==> src/rtl/core/tbhrc_pkg.sv <==
// shared types, codes and reset values for the two-button hold/repeat/combo detector
package tbhrc_pkg;

  // widths of timestamps and configuration registers
  localparam int unsigned TimeW  = 32;
  localparam int unsigned CfgW   = 16;
  localparam int unsigned CfgIdxW = 2;

  // configuration register indexes
  typedef enum logic [CfgIdxW-1:0] {
    CFG_DEBOUNCE = 2'd0,
    CFG_HOLD     = 2'd1,
    CFG_REPEAT   = 2'd2,
    CFG_COMBO    = 2'd3
  } cfg_idx_e;

  // configuration reset values
  localparam logic [CfgW-1:0] DebounceRst = 16'd150;
  localparam logic [CfgW-1:0] HoldRst     = 16'd600;
  localparam logic [CfgW-1:0] RepeatRst   = 16'd500;
  localparam logic [CfgW-1:0] ComboRst    = 16'd400;

  // per-button action codes
  typedef enum logic [1:0] {
    ACT_NONE  = 2'd0,
    ACT_SHORT = 2'd1,
    ACT_STEP  = 2'd2
  } action_e;

  // input request
  typedef struct packed {
    logic [TimeW-1:0] now_ms;
    logic             up_pressed;
    logic             down_pressed;
  } in_t;

  // result request
  typedef struct packed {
    logic [1:0] up_action;
    logic [1:0] down_action;
    logic       toggle_display;
  } out_t;

  // timing thresholds handed to the button units
  typedef struct packed {
    logic [CfgW-1:0] debounce_ms;
    logic [CfgW-1:0] hold_ms;
    logic [CfgW-1:0] repeat_ms;
  } btn_cfg_t;

  // control from the combo unit to the button units
  typedef struct packed {
    logic en;    // an item is committed this cycle
    logic poll;  // run normal button handling
  } btn_ctl_t;

endpackage

==> src/rtl/core/two_button_hold_repeat_combo_top.sv <==
// top level of the two-button hold/repeat/combo detector
// Takes one sample request per clock and returns exactly one result request per sample, in
// order. A sample is captured in an input register; from there the button and combo logic
// evaluates it against the stored button state and, once the result register is free or
// draining, updates that state and loads the result register. Throughput is one sample per
// cycle, limited only by the result register draining; a stalled output holds the result,
// the input register still takes one more request and then holds it, so the input side
// stalls only while both registers are full. Configuration writes take effect on the next
// cycle and should be made while no sample is in flight.
module two_button_hold_repeat_combo_top (
  input  logic                          clk_i,
  input  logic                          rst_ni,
  input  logic                          in_valid_i,
  output logic                          in_ready_o,
  input  tbhrc_pkg::in_t                in_data_i,
  output logic                          out_valid_o,
  input  logic                          out_ready_i,
  output tbhrc_pkg::out_t               out_data_o,
  input  logic                          cfg_we_i,
  input  logic [tbhrc_pkg::CfgIdxW-1:0] cfg_index_i,
  input  logic [tbhrc_pkg::CfgW-1:0]    cfg_wdata_i
);

  logic                     s1_valid_q;
  tbhrc_pkg::in_t           s1_data_q;
  logic                     out_valid_q;
  tbhrc_pkg::out_t          out_data_q, out_data_d;
  logic                     advance;
  tbhrc_pkg::btn_cfg_t      btn_cfg_q;
  logic [tbhrc_pkg::CfgW-1:0] combo_ms_q;
  tbhrc_pkg::btn_ctl_t      btn_ctl;
  tbhrc_pkg::action_e       up_act, down_act;
  logic                     toggle;

  // configuration registers
  always_ff @(posedge clk_i or negedge rst_ni) begin
    if (!rst_ni) begin
      btn_cfg_q.debounce_ms <= tbhrc_pkg::DebounceRst;
      btn_cfg_q.hold_ms     <= tbhrc_pkg::HoldRst;
      btn_cfg_q.repeat_ms   <= tbhrc_pkg::RepeatRst;
      combo_ms_q            <= tbhrc_pkg::ComboRst;
    end else if (cfg_we_i) begin
      case (tbhrc_pkg::cfg_idx_e'(cfg_index_i))
        tbhrc_pkg::CFG_DEBOUNCE: btn_cfg_q.debounce_ms <= cfg_wdata_i;
        tbhrc_pkg::CFG_HOLD:     btn_cfg_q.hold_ms     <= cfg_wdata_i;
        tbhrc_pkg::CFG_REPEAT:   btn_cfg_q.repeat_ms   <= cfg_wdata_i;
        tbhrc_pkg::CFG_COMBO:    combo_ms_q            <= cfg_wdata_i;
        default: ;
      endcase
    end
  end

  // handshake: the sample moves on when the result register is free or draining
  assign advance    = s1_valid_q && (!out_valid_q || out_ready_i);
  assign in_ready_o = !s1_valid_q || advance;

  // input register
  always_ff @(posedge clk_i or negedge rst_ni) begin
    if (!rst_ni) begin
      s1_valid_q <= 1'b0;
    end else if (in_ready_o) begin
      s1_valid_q <= in_valid_i;
    end
  end

  always_ff @(posedge clk_i) begin
    if (in_ready_o && in_valid_i) begin
      s1_data_q <= in_data_i;
    end
  end

  // combo timer and lockout
  tbhrc_combo u_combo (
    .clk_i      (clk_i),
    .rst_ni     (rst_ni),
    .en_i       (advance),
    .up_i       (s1_data_q.up_pressed),
    .down_i     (s1_data_q.down_pressed),
    .now_i      (s1_data_q.now_ms),
    .combo_ms_i (combo_ms_q),
    .ctl_o      (btn_ctl),
    .toggle_o   (toggle)
  );

  // per-button handling
  tbhrc_button u_up (
    .clk_i     (clk_i),
    .rst_ni    (rst_ni),
    .ctl_i     (btn_ctl),
    .cfg_i     (btn_cfg_q),
    .pressed_i (s1_data_q.up_pressed),
    .now_i     (s1_data_q.now_ms),
    .act_o     (up_act)
  );

  tbhrc_button u_down (
    .clk_i     (clk_i),
    .rst_ni    (rst_ni),
    .ctl_i     (btn_ctl),
    .cfg_i     (btn_cfg_q),
    .pressed_i (s1_data_q.down_pressed),
    .now_i     (s1_data_q.now_ms),
    .act_o     (down_act)
  );

  // result assembly
  always_comb begin
    out_data_d.up_action      = up_act;
    out_data_d.down_action    = down_act;
    out_data_d.toggle_display = toggle;
  end

  // result register
  always_ff @(posedge clk_i or negedge rst_ni) begin
    if (!rst_ni) begin
      out_valid_q <= 1'b0;
    end else if (advance) begin
      out_valid_q <= 1'b1;
    end else if (out_ready_i) begin
      out_valid_q <= 1'b0;
    end
  end

  always_ff @(posedge clk_i) begin
    if (advance) begin
      out_data_q <= out_data_d;
    end
  end

  assign out_valid_o = out_valid_q;
  assign out_data_o  = out_data_q;

endmodule

==> src/rtl/core/tbhrc_button.sv <==
// one button: hold timer, auto-repeat and short-press detection
module tbhrc_button (
  input  logic                         clk_i,
  input  logic                         rst_ni,
  input  tbhrc_pkg::btn_ctl_t          ctl_i,
  input  tbhrc_pkg::btn_cfg_t          cfg_i,
  input  logic                         pressed_i,
  input  logic [tbhrc_pkg::TimeW-1:0]  now_i,
  output tbhrc_pkg::action_e           act_o
);

  logic                        prev_q, prev_d;
  logic                        hold_done_q, hold_done_d;
  logic [tbhrc_pkg::TimeW-1:0] event_time_q, event_time_d;
  logic [tbhrc_pkg::TimeW-1:0] hold_start_q, hold_start_d;
  logic [tbhrc_pkg::TimeW-1:0] el_hold, el_event;
  tbhrc_pkg::action_e          act;

  // wrapping elapsed times
  assign el_hold  = now_i - hold_start_q;
  assign el_event = now_i - event_time_q;

  // press, hold, repeat and release handling
  always_comb begin
    prev_d       = prev_q;
    hold_done_d  = hold_done_q;
    event_time_d = event_time_q;
    hold_start_d = hold_start_q;
    act          = tbhrc_pkg::ACT_NONE;
    if (ctl_i.poll) begin
      if (pressed_i) begin
        if (!prev_q) begin
          hold_start_d = now_i;
          hold_done_d  = 1'b0;
        end else if (!hold_done_q &&
                     el_hold >= {{(tbhrc_pkg::TimeW-tbhrc_pkg::CfgW){1'b0}}, cfg_i.hold_ms}) begin
          hold_done_d  = 1'b1;
          event_time_d = now_i;
          act          = tbhrc_pkg::ACT_STEP;
        end else if (hold_done_q &&
                     el_event >= {{(tbhrc_pkg::TimeW-tbhrc_pkg::CfgW){1'b0}}, cfg_i.repeat_ms}) begin
          event_time_d = now_i;
          act          = tbhrc_pkg::ACT_STEP;
        end
      end else if (prev_q) begin
        if (!hold_done_q &&
            el_event >= {{(tbhrc_pkg::TimeW-tbhrc_pkg::CfgW){1'b0}}, cfg_i.debounce_ms}) begin
          event_time_d = now_i;
          act          = tbhrc_pkg::ACT_SHORT;
        end
        hold_done_d = 1'b0;
      end
    end
    prev_d = pressed_i;
  end

  assign act_o = act;

  // state registers, updated when an item commits
  always_ff @(posedge clk_i or negedge rst_ni) begin
    if (!rst_ni) begin
      prev_q       <= 1'b0;
      hold_done_q  <= 1'b0;
      event_time_q <= '0;
      hold_start_q <= '0;
    end else if (ctl_i.en) begin
      prev_q       <= prev_d;
      hold_done_q  <= hold_done_d;
      event_time_q <= event_time_d;
      hold_start_q <= hold_start_d;
    end
  end

endmodule

==> src/rtl/core/tbhrc_combo.sv <==
// two-button combo timer and the lockout that follows a toggle
module tbhrc_combo (
  input  logic                         clk_i,
  input  logic                         rst_ni,
  input  logic                         en_i,
  input  logic                         up_i,
  input  logic                         down_i,
  input  logic [tbhrc_pkg::TimeW-1:0]  now_i,
  input  logic [tbhrc_pkg::CfgW-1:0]   combo_ms_i,
  output tbhrc_pkg::btn_ctl_t          ctl_o,
  output logic                         toggle_o
);

  logic                        armed_q, armed_d;
  logic                        done_q, done_d;
  logic [tbhrc_pkg::TimeW-1:0] start_q, start_d;
  logic [tbhrc_pkg::TimeW-1:0] el_combo;
  logic                        both;

  assign both     = up_i & down_i;
  assign el_combo = now_i - start_q;

  // arm, fire once, release lockout when both buttons are up
  always_comb begin
    armed_d  = armed_q;
    done_d   = done_q;
    start_d  = start_q;
    toggle_o = 1'b0;
    if (both) begin
      if (!armed_q) begin
        armed_d = 1'b1;
        start_d = now_i;
      end else if (!done_q &&
                   el_combo >= {{(tbhrc_pkg::TimeW-tbhrc_pkg::CfgW){1'b0}}, combo_ms_i}) begin
        done_d   = 1'b1;
        toggle_o = 1'b1;
      end
    end else begin
      armed_d = 1'b0;
      if (done_q && !up_i && !down_i) begin
        done_d = 1'b0;
      end
    end
  end

  // buttons run normally only outside the combo and its lockout
  assign ctl_o.en   = en_i;
  assign ctl_o.poll = !both && !done_q;

  always_ff @(posedge clk_i or negedge rst_ni) begin
    if (!rst_ni) begin
      armed_q <= 1'b0;
      done_q  <= 1'b0;
      start_q <= '0;
    end else if (en_i) begin
      armed_q <= armed_d;
      done_q  <= done_d;
      start_q <= start_d;
    end
  end

endmodule

==> config.mk <==
export PLATFORM = sky130hd
export DESIGN_NAME = two_button_hold_repeat_combo_top
export DESIGN_NICKNAME = d
export VERILOG_FILES = /design/src/rtl/core/tbhrc_pkg.sv /design/src/rtl/core/two_button_hold_repeat_combo_top.sv /design/src/rtl/core/tbhrc_button.sv /design/src/rtl/core/tbhrc_combo.sv
export SDC_FILE = /design/constraint.sdc
export NUM_CORES = 1
export LEC_CHECK = 0
export BUFFER_PORTS_ARGS = -buffer_cell sky130_fd_sc_hd__buf_2
export CAP_MARGIN = 30
export CORE_MARGIN = 1
export CORE_UTILIZATION = 55
export CTS_CLUSTER_DIAMETER = 50
export DETAILED_ROUTE_END_ITERATION = 10
export PLACE_DENSITY = 0.72
export RECOVER_POWER = 50
export SLEW_MARGIN = 0
export SYNTH_ARGS = -nofsm -noshare
export SYNTH_HDL_FRONTEND = slang
export SYNTH_HIERARCHICAL = 1
export SYNTH_SLANG_ARGS = --single-unit
==> constraint.sdc <==
create_clock -name clk_i -period 7 [get_ports clk_i]
set_input_delay 1.4 -clock clk_i [delete_from_list [all_inputs] [get_ports clk_i]]
set_output_delay 1.4 -clock clk_i [all_outputs]
set_load 0.01 [all_outputs]
# [Yosys cells after proc, flatten, opt, wreduce, memory -nomap -nowiden]
# Cells that the tools add are included.
[op_classes] addsub=5 magnitude_cmp=7 n_eq_ne=9 n_mux=40 n_bitwise=4 n_reduce_logical=42
[ops] op="32-bit two-way mux" count=12
[ops] op="32-bit by 16-bit greater-or-equal comparator with 1-bit output" count=7
[ops] op="32-bit subtractor" count=5
[ops] op="2-bit two-way mux" count=10
[ops] op="4-bit AND reduction" count=5
[ops] op="1-bit two-way mux" count=18
[ops] op="1-bit logical AND" count=12
[ops] op="2-bit nonzero test" count=6
[ops] op="2-bit AND reduction" count=5
[ops] op="5-bit AND reduction" count=2
[ops] op="1-bit logical NOT" count=8
[ops] op="3-bit by 1-bit != test with 1-bit output (second input constant)" count=2
[ops] op="3-bit != test (second input constant)" count=2
[ops] op="2-bit == test (second input constant)" count=2
[ops] op="1-bit inverter" count=3
[ops] op="3-bit AND reduction" count=1
[ops] op="2-bit by 1-bit == test with 1-bit output (second input constant)" count=1
[ops] op="2-bit logical NOT" count=1
[ops] op="1-bit logical OR" count=2
[ops] op="2-bit by 1-bit != test with 1-bit output (second input constant)" count=1
[ops] op="2-bit != test (second input constant)" count=1
[ops] op="1-bit bitwise AND" count=1
[word_totals] regBits=271 inputBits=57 out_inout_bits=7

# [Logic depth before layout (Yosys ltp)]
[depth] ltp_word=7 depth_mapped=23 ltp_nobuf=22

# [Modules after synthesis]
# Netlist, hierarchy kept.
[by_module_without_submodules] module="tbhrc_button (u_down)" n_inst=1 cells_per_inst=959 area_per_inst_um2=8008.9 seq_area_each_um2=1651.6
[by_module_without_submodules] module="tbhrc_button (u_up)" n_inst=1 cells_per_inst=899 area_per_inst_um2=7632.3 seq_area_each_um2=1651.6
[by_module_without_submodules] module="tbhrc_combo" n_inst=1 cells_per_inst=453 area_per_inst_um2=3778.6 seq_area_each_um2=850.8
[by_module_without_submodules] module="two_button_hold_repeat_combo_top" n_inst=1 cells_per_inst=183 area_per_inst_um2=3692.3 seq_area_each_um2=2844.0

# [Worst setup path after synthesis]
# OpenSTA, ideal clock, no wires.
[synth_timing] path_type="register to register" startpoint="reg s1_data_q[6] (netlist bit)" endpoint="reg u_down/event_time_q[0] (netlist bit)" setup_ns=0.125 arrival_ns=4.853 path_slack_ns=2.022 stages_incl_launch_ff=23 synth_period_minus_slack_ns=4.978 path_cell_list="edfxtp_1 -> ha_1 -> a21o_2 -> a31o_2 -> nor2_1 -> o21ai_0 -> and2_1 -> o21ai_0 -> nand2b_1 -> xor2_1 -> ha_1 -> a21oi_1 -> o21ai_0 -> a2111oi_0 -> o21ai_1 -> a2111oi_2 -> nand4_1 -> nor4_1 -> nand4_1 -> o21a_1 -> a21oi_4 -> buf_6 -> mux2_4"
[synth_via] elab_chain_cells=6
[synth_lines] item="start: declaration" line_no="two_button_hold_repeat_combo_top.sv:25" text="tbhrc_pkg::in_t s1_data_q;"
[synth_lines] item="start signal: assignment" line_no="two_button_hold_repeat_combo_top.sv:68" text="s1_data_q <= in_data_i;"
[synth_lines] item="32-bit subtractor" line_no="tbhrc_button.sv:20" text="assign el_hold = now_i - hold_start_q;"
[synth_lines] item="32-bit by 16-bit greater-or-equal comparator with 1-bit output" line_no="tbhrc_button.sv:36" text="el_hold >= {{(tbhrc_pkg::TimeW-tbhrc_pkg::CfgW){1'b0}}, cfg_i.hold_ms}) begin"
[synth_lines] item="1-bit logical AND" line_no="tbhrc_button.sv:35" text="end else if (!hold_done_q &&"
[synth_lines] item="32-bit two-way mux" line_no="tbhrc_button.sv:35"
[synth_lines] item="32-bit two-way mux" line_no="tbhrc_button.sv:32" text="if (!prev_q) begin"
[synth_lines] item="32-bit two-way mux" line_no="tbhrc_button.sv:31" text="if (pressed_i) begin"
[synth_lines] item="end signal: assignment" line_no="tbhrc_button.sv:69" text="event_time_q <= event_time_d;"
[synth_lines] item="end: declaration" line_no="tbhrc_button.sv:14" text="logic [tbhrc_pkg::TimeW-1:0] event_time_q, event_time_d;"
# Several ways; a longest one is shown, not always the timed one. The select of a mux whose other input is x is not followed.
# A chain may end at the register's enable or synchronous reset.

# [Worst setup path after layout]
[layout_timing] startpoint="reg s1_data_q[4] (netlist bit)" endpoint="reg u_up/event_time_q[25] (netlist bit)"
[layout_via] elab_chain_cells=6
[layout_lines] item="32-bit subtractor" line_no="tbhrc_button.sv:20"
[layout_lines] item="32-bit by 16-bit greater-or-equal comparator with 1-bit output" line_no="tbhrc_button.sv:36"
[layout_lines] item="1-bit logical AND" line_no="tbhrc_button.sv:35"
[layout_lines] item="32-bit two-way mux" line_no="tbhrc_button.sv:35"
[layout_lines] item="32-bit two-way mux" line_no="tbhrc_button.sv:32"
[layout_lines] item="32-bit two-way mux" line_no="tbhrc_button.sv:31"
[layout_lines] item="end signal: assignment" line_no="tbhrc_button.sv:69"
[layout_lines] item="end: declaration" line_no="tbhrc_button.sv:14"
# Several ways; a longest one is shown, not always the timed one. The select of a mux whose other input is x is not followed.

==> impl_metrics.env <==
export IMPL_skew_ns=0.0357
export IMPL_core_mm2=0.0411
export IMPL_num_antenna_cells=0
export IMPL_worstPathMaxFanout=32
export IMPL_initial_core_util_pct=56.2
export IMPL_reg2reg_from="s1_data_q[4]$_DFFE_PP_"
export IMPL_synth_top_area_share_pct=23.3
export IMPL_core_rowCount=74
export IMPL_power_internal_w=0.00678
export IMPL_grt_usage_pct=31.2
export IMPL_vdd_drop_max_uv=308
export IMPL_cts_hold_buf=0
export IMPL_tns_ns=0
export IMPL_worst_endpoint_arrival_ns=6.62
export IMPL_period_minus_slack_ns=6.18
export IMPL_wl_mm=66.2
export IMPL_num_vias=19200
export IMPL_cap_violations=2
export IMPL_dpl_worst_slack_ns=0.878
export IMPL_synthSimpleGateAreaFrac_pct=12.8
export IMPL_synth_area_leaders="dfrtp_1, ha_1, mux2_2"
export IMPL_critical_path_startpoint_type="flip-flop"
export IMPL_hp_start="u_down/hold_start_q[1]$_DFFE_PN0P_"
export IMPL_cp_required_ns=7.43
export IMPL_power_share_clock_pct=17.6
export IMPL_htreeDepth=2
export IMPL_violations="max-capacitance violations, max-slew violations"
export IMPL_port_buffers=63
export IMPL_route_detailed_drc=0
export IMPL_synthCells=2494
export IMPL_fp_dieArea_mm2=0.0428
export IMPL_status="finished with violations"
export IMPL_p_comb_share_pct=62.3
export IMPL_async_flop_share_pct=85.6
export IMPL_antenna_found_initial=3
export IMPL_endpoint_kind="flip-flop"
export IMPL_synth_area_per_cell_um2=9.27
export IMPL_cts_buffers=40
export IMPL_grt_pass1_vias=18900
export IMPL_cts_sinks=271
export IMPL_switchingPower_w=0.00575
export IMPL_die_y_um=207
export IMPL_syn_area_mm2=0.0231
export IMPL_p_leak_nw=11.8
export IMPL_chipWidth_um=207
export IMPL_final_hold_viol_count=0
export IMPL_vias_per_cell=6.17
export IMPL_hold_class="reg -> reg"
export IMPL_grt_overflow=0
export IMPL_setup_worst_path_class="reg -> reg"
export IMPL_synth_xor_area_share_pct=4.47
export IMPL_seq_area_frac_synth_pct=30.3
export IMPL_synth_compound_area_share_pct=19.0
export IMPL_rsz0062_at_grt="no"
export IMPL_synthDistinctLibCells=107
export IMPL_final_core_util_pct=61.6
export IMPL_fill_cells=3482
export IMPL_cts_resized=0
export IMPL_worst_pin_slew_ns=3.04
export IMPL_ys_ff_latch=271
export IMPL_insertion_delay_ns=0.58
export IMPL_routedWlPerCell_um=21.3
export IMPL_cts_tree="done"
export IMPL_dpl_hpwl_mm=52.0
export IMPL_fmax_mhz=162
export IMPL_sequentialPowerShare_pct=20.1
export IMPL_gp_congestion=0.986
export IMPL_slew_headroom_pct=-103
export IMPL_setup_violations=0
export IMPL_critPathTopFamily="compound AO/OA/AOI/OAI gates"
export IMPL_syn_to_final_growth_pct=9.48
export IMPL_nets=2873
export IMPL_synthFlopType="dfrtp_1"
export IMPL_p_per_area_mw_per_mm2=495
export IMPL_crit_top_cell="o211ai_1"
export IMPL_synthMuxAreaShare_pct=12.1
export IMPL_crit_path_start="s1_data_q[4]$_DFFE_PP_"
export IMPL_yosysTopAreaCell="dfrtp_1"
export IMPL_ys_warn_count=6
export IMPL_drv_slew=151
export IMPL_cpPeakStageDelay_ns=0.58
export IMPL_firstDrtPassIters=7
export IMPL_p_sw_share_pct=45.9
export IMPL_synth_top_family_by_area="compound AO/OA/AOI/OAI gates"
export IMPL_drt_initial_drc_count=1342
export IMPL_grt_pass1_wl_mm=103
export IMPL_final_setup_worst_slack_ns=0.818
export IMPL_cts_clk_slew_worst_paths_ns=0.06
export IMPL_cts_root_buf="clkbuf_16"
export IMPL_layout_drive_gt1_share_pct=17.1
export IMPL_synth_edff_count=39
export IMPL_crit_buf_inv=1
export IMPL_cp_slowest_cell="edfxtp_1"
export IMPL_grt_max_degree=118
export IMPL_synth_fa_ha_area_share_pct=14.9
export IMPL_clockBufferDepth=3
export IMPL_detail_route_antenna_nets=0
export IMPL_syn_nets=2823
export IMPL_pin_count=64
export IMPL_crit_chain="ha_1 -> o211ai_1 -> a21oi_1 -> o21ai_1 -> o21ai_0 -> a21boi_0 -> o21ai_0 -> xor2_1 -> ha_1 -> a21o_1 -> a2111oi_0 -> o211ai_1 -> a21oi_1 -> o211ai_1 -> a2111oi_2 -> o2111ai_1 -> o41ai_2 -> a31oi_1 -> o21ai_4 -> buf_4 -> mux2_2"
export IMPL_cts_setup_buffers=0
export IMPL_period_share_pct=88.3
worst register-to-register path, stage by stage (launching register included):
cell       delay (ns)
edfxtp_1         0.58
ha_1             0.46
o211ai_1         0.27
a21oi_1          0.13
o21ai_1          0.40
o21ai_0          0.22
a21boi_0         0.35
o21ai_0          0.18
xor2_1           0.17
ha_1             0.30
a21o_1           0.17
a2111oi_0        0.40
o211ai_1         0.14
a21oi_1          0.17
o211ai_1         0.13
a2111oi_2        0.35
o2111ai_1        0.21
o41ai_2          0.26
a31oi_1          0.13
o21ai_4          0.15
buf_4            0.49
mux2_2           0.41
area by class of cell:
cell class	instances	area (µm²)	area share, %
Clock inverter	30	398	1.57
Sequential cell	271	7000	27.7
Multi-Input combinational cell	1857	14600	57.9
Tap cell	532	666	2.63
Inverter	297	1110	4.41
Clock buffer	44	1060	4.18
Timing Repair Buffer	77	429	1.70
power groups by stage:
stage	logic (W)	clock network [W]	registers [W]
2_1_floorplan	0.00576	0	0.00240
3_3_place_gp	0.00747	0	0.00250
3_5_place_dp	0.00765	0	0.00254
4_1_cts	0.00771	0.00224	0.00251
5_1_grt	0.00861	0.00231	0.00259
6_report	0.00781	0.00220	0.00252
metrics by stage:
| stage | std cells | power (W) | hold slack [ns] | area (µm²) |
|---|---|---|---|---|
| detailed placement | 3034 | 0.0102 | 0.475 | 23900 |
| CTS | 3108 | 0.0125 | 0.492 | 25300 |
| global route | 3108 | 0.0135 | 0.510 | 25300 |
| global placement | 3034 | 0.00997 | 0.457 | 23900 |
| finish | 3108 | 0.0125 | 0.486 | 25300 |
| floorplan | 2494 | 0.00816 | 0.449 | 23100 |
registers in the layout, indices dropped and copies added, names as in the netlist:
name	count
out_valid_o	1
s1_valid_q	1
u_down/hold_done_q	1
u_down/hold_start_q	32
u_up/hold_start_q	32
combo_ms_q	16
u_combo/start_q	32
u_up/event_time_q	32
u_down/event_time_q	32
out_data_o	5
u_combo/armed_q	1
u_down/prev_q	1
u_up/hold_done_q	1
s1_data_q	34
u_up/prev_q	1
btn_cfg_q	48
u_combo/done_q	1
logic make-up (layout without fill, tap and decap cells):
group,after synthesis,count (layout)
compound gates,655,655
simple gates,581,581
buf+inv,366,448
fa+ha+maj,272,272
flops,271,271
mux,231,231
xor+xnor,118,118
cell usage after synthesis, drive strengths merged (6+ instances only):
master	number
and3	14
edfxtp	39
a211oi	34
xnor2	61
a2111oi	15
a31oi	22
nand4	51
nand3	46
o21bai	11
nor2b	23
nor2	119
o2111ai	13
nor3b	8
clkbuf	46
nand2b	24
dfstp	17
dfrtp	215
xor2	57
o211ai	34
a21o	54
inv	297
o21a	30
a221oi	11
a21boi	11
o21ai	138
nor4	12
a211o	12
mux2i	9
nand2	172
nand3b	9
ha	267
a21oi	196
o31ai	15
and2	19
mux2	222
and4	10
a311oi	6
nor3	34
buf	23
or2	6
or3	16
layout by cell type, fill, tap and decap left out, drive strengths merged, types with 12 or more instances in the layout:
cell type  instances
inv              307
ha               267
mux2             222
dfrtp            215
a21oi            196
nand2            172
o21ai            138
nor2             119
buf               73
xnor2             61
xor2              57
a21o              54
nand4             51
clkbuf            48
nand3             46
edfxtp            39
nor3              34
o211ai            34
a211oi            34
o21a              30
nand2b            24
nor2b             23
a31oi             22
and2              19
dfstp             17
or3               16
o31ai             15
a2111oi           15
and3              14
o2111ai           13
a211o             12
nor4              12
final timing paths:
path,to,slack (ns),cells after the start
setup / recovery,u_up/event_time_q[25]$_DFFE_PN0P_,0.82,21
hold / removal,u_down/hold_start_q[1]$_DFFE_PN0P_,0.49,2
setup reg to reg,u_up/event_time_q[25]$_DFFE_PN0P_,0.82,21
hold reg to reg,u_down/hold_start_q[1]$_DFFE_PN0P_,0.49,2
max in group asynchronous,u_down/hold_start_q[20]$_DFFE_PN0P_,3.38,1
min in group asynchronous,btn_cfg_q[41]$_DFFE_PN0P_,1.76,1
layer usage:
| layer | wire length, µm | global-route usage (%) | vias up |
|---|---|---|---|
| met1 | 29700 | 41.2 | 9446 |
| met3 | 3180 | 4.52 | 110 |
| met4 | 1900 | 9.38 | 2 |
| li1 | - | - | 9160 |
| met2 | 31400 | 52.9 | 443 |
| met5 | 9 | 0 | - |
No activity file was read; power rests on OpenSTA's default activity.
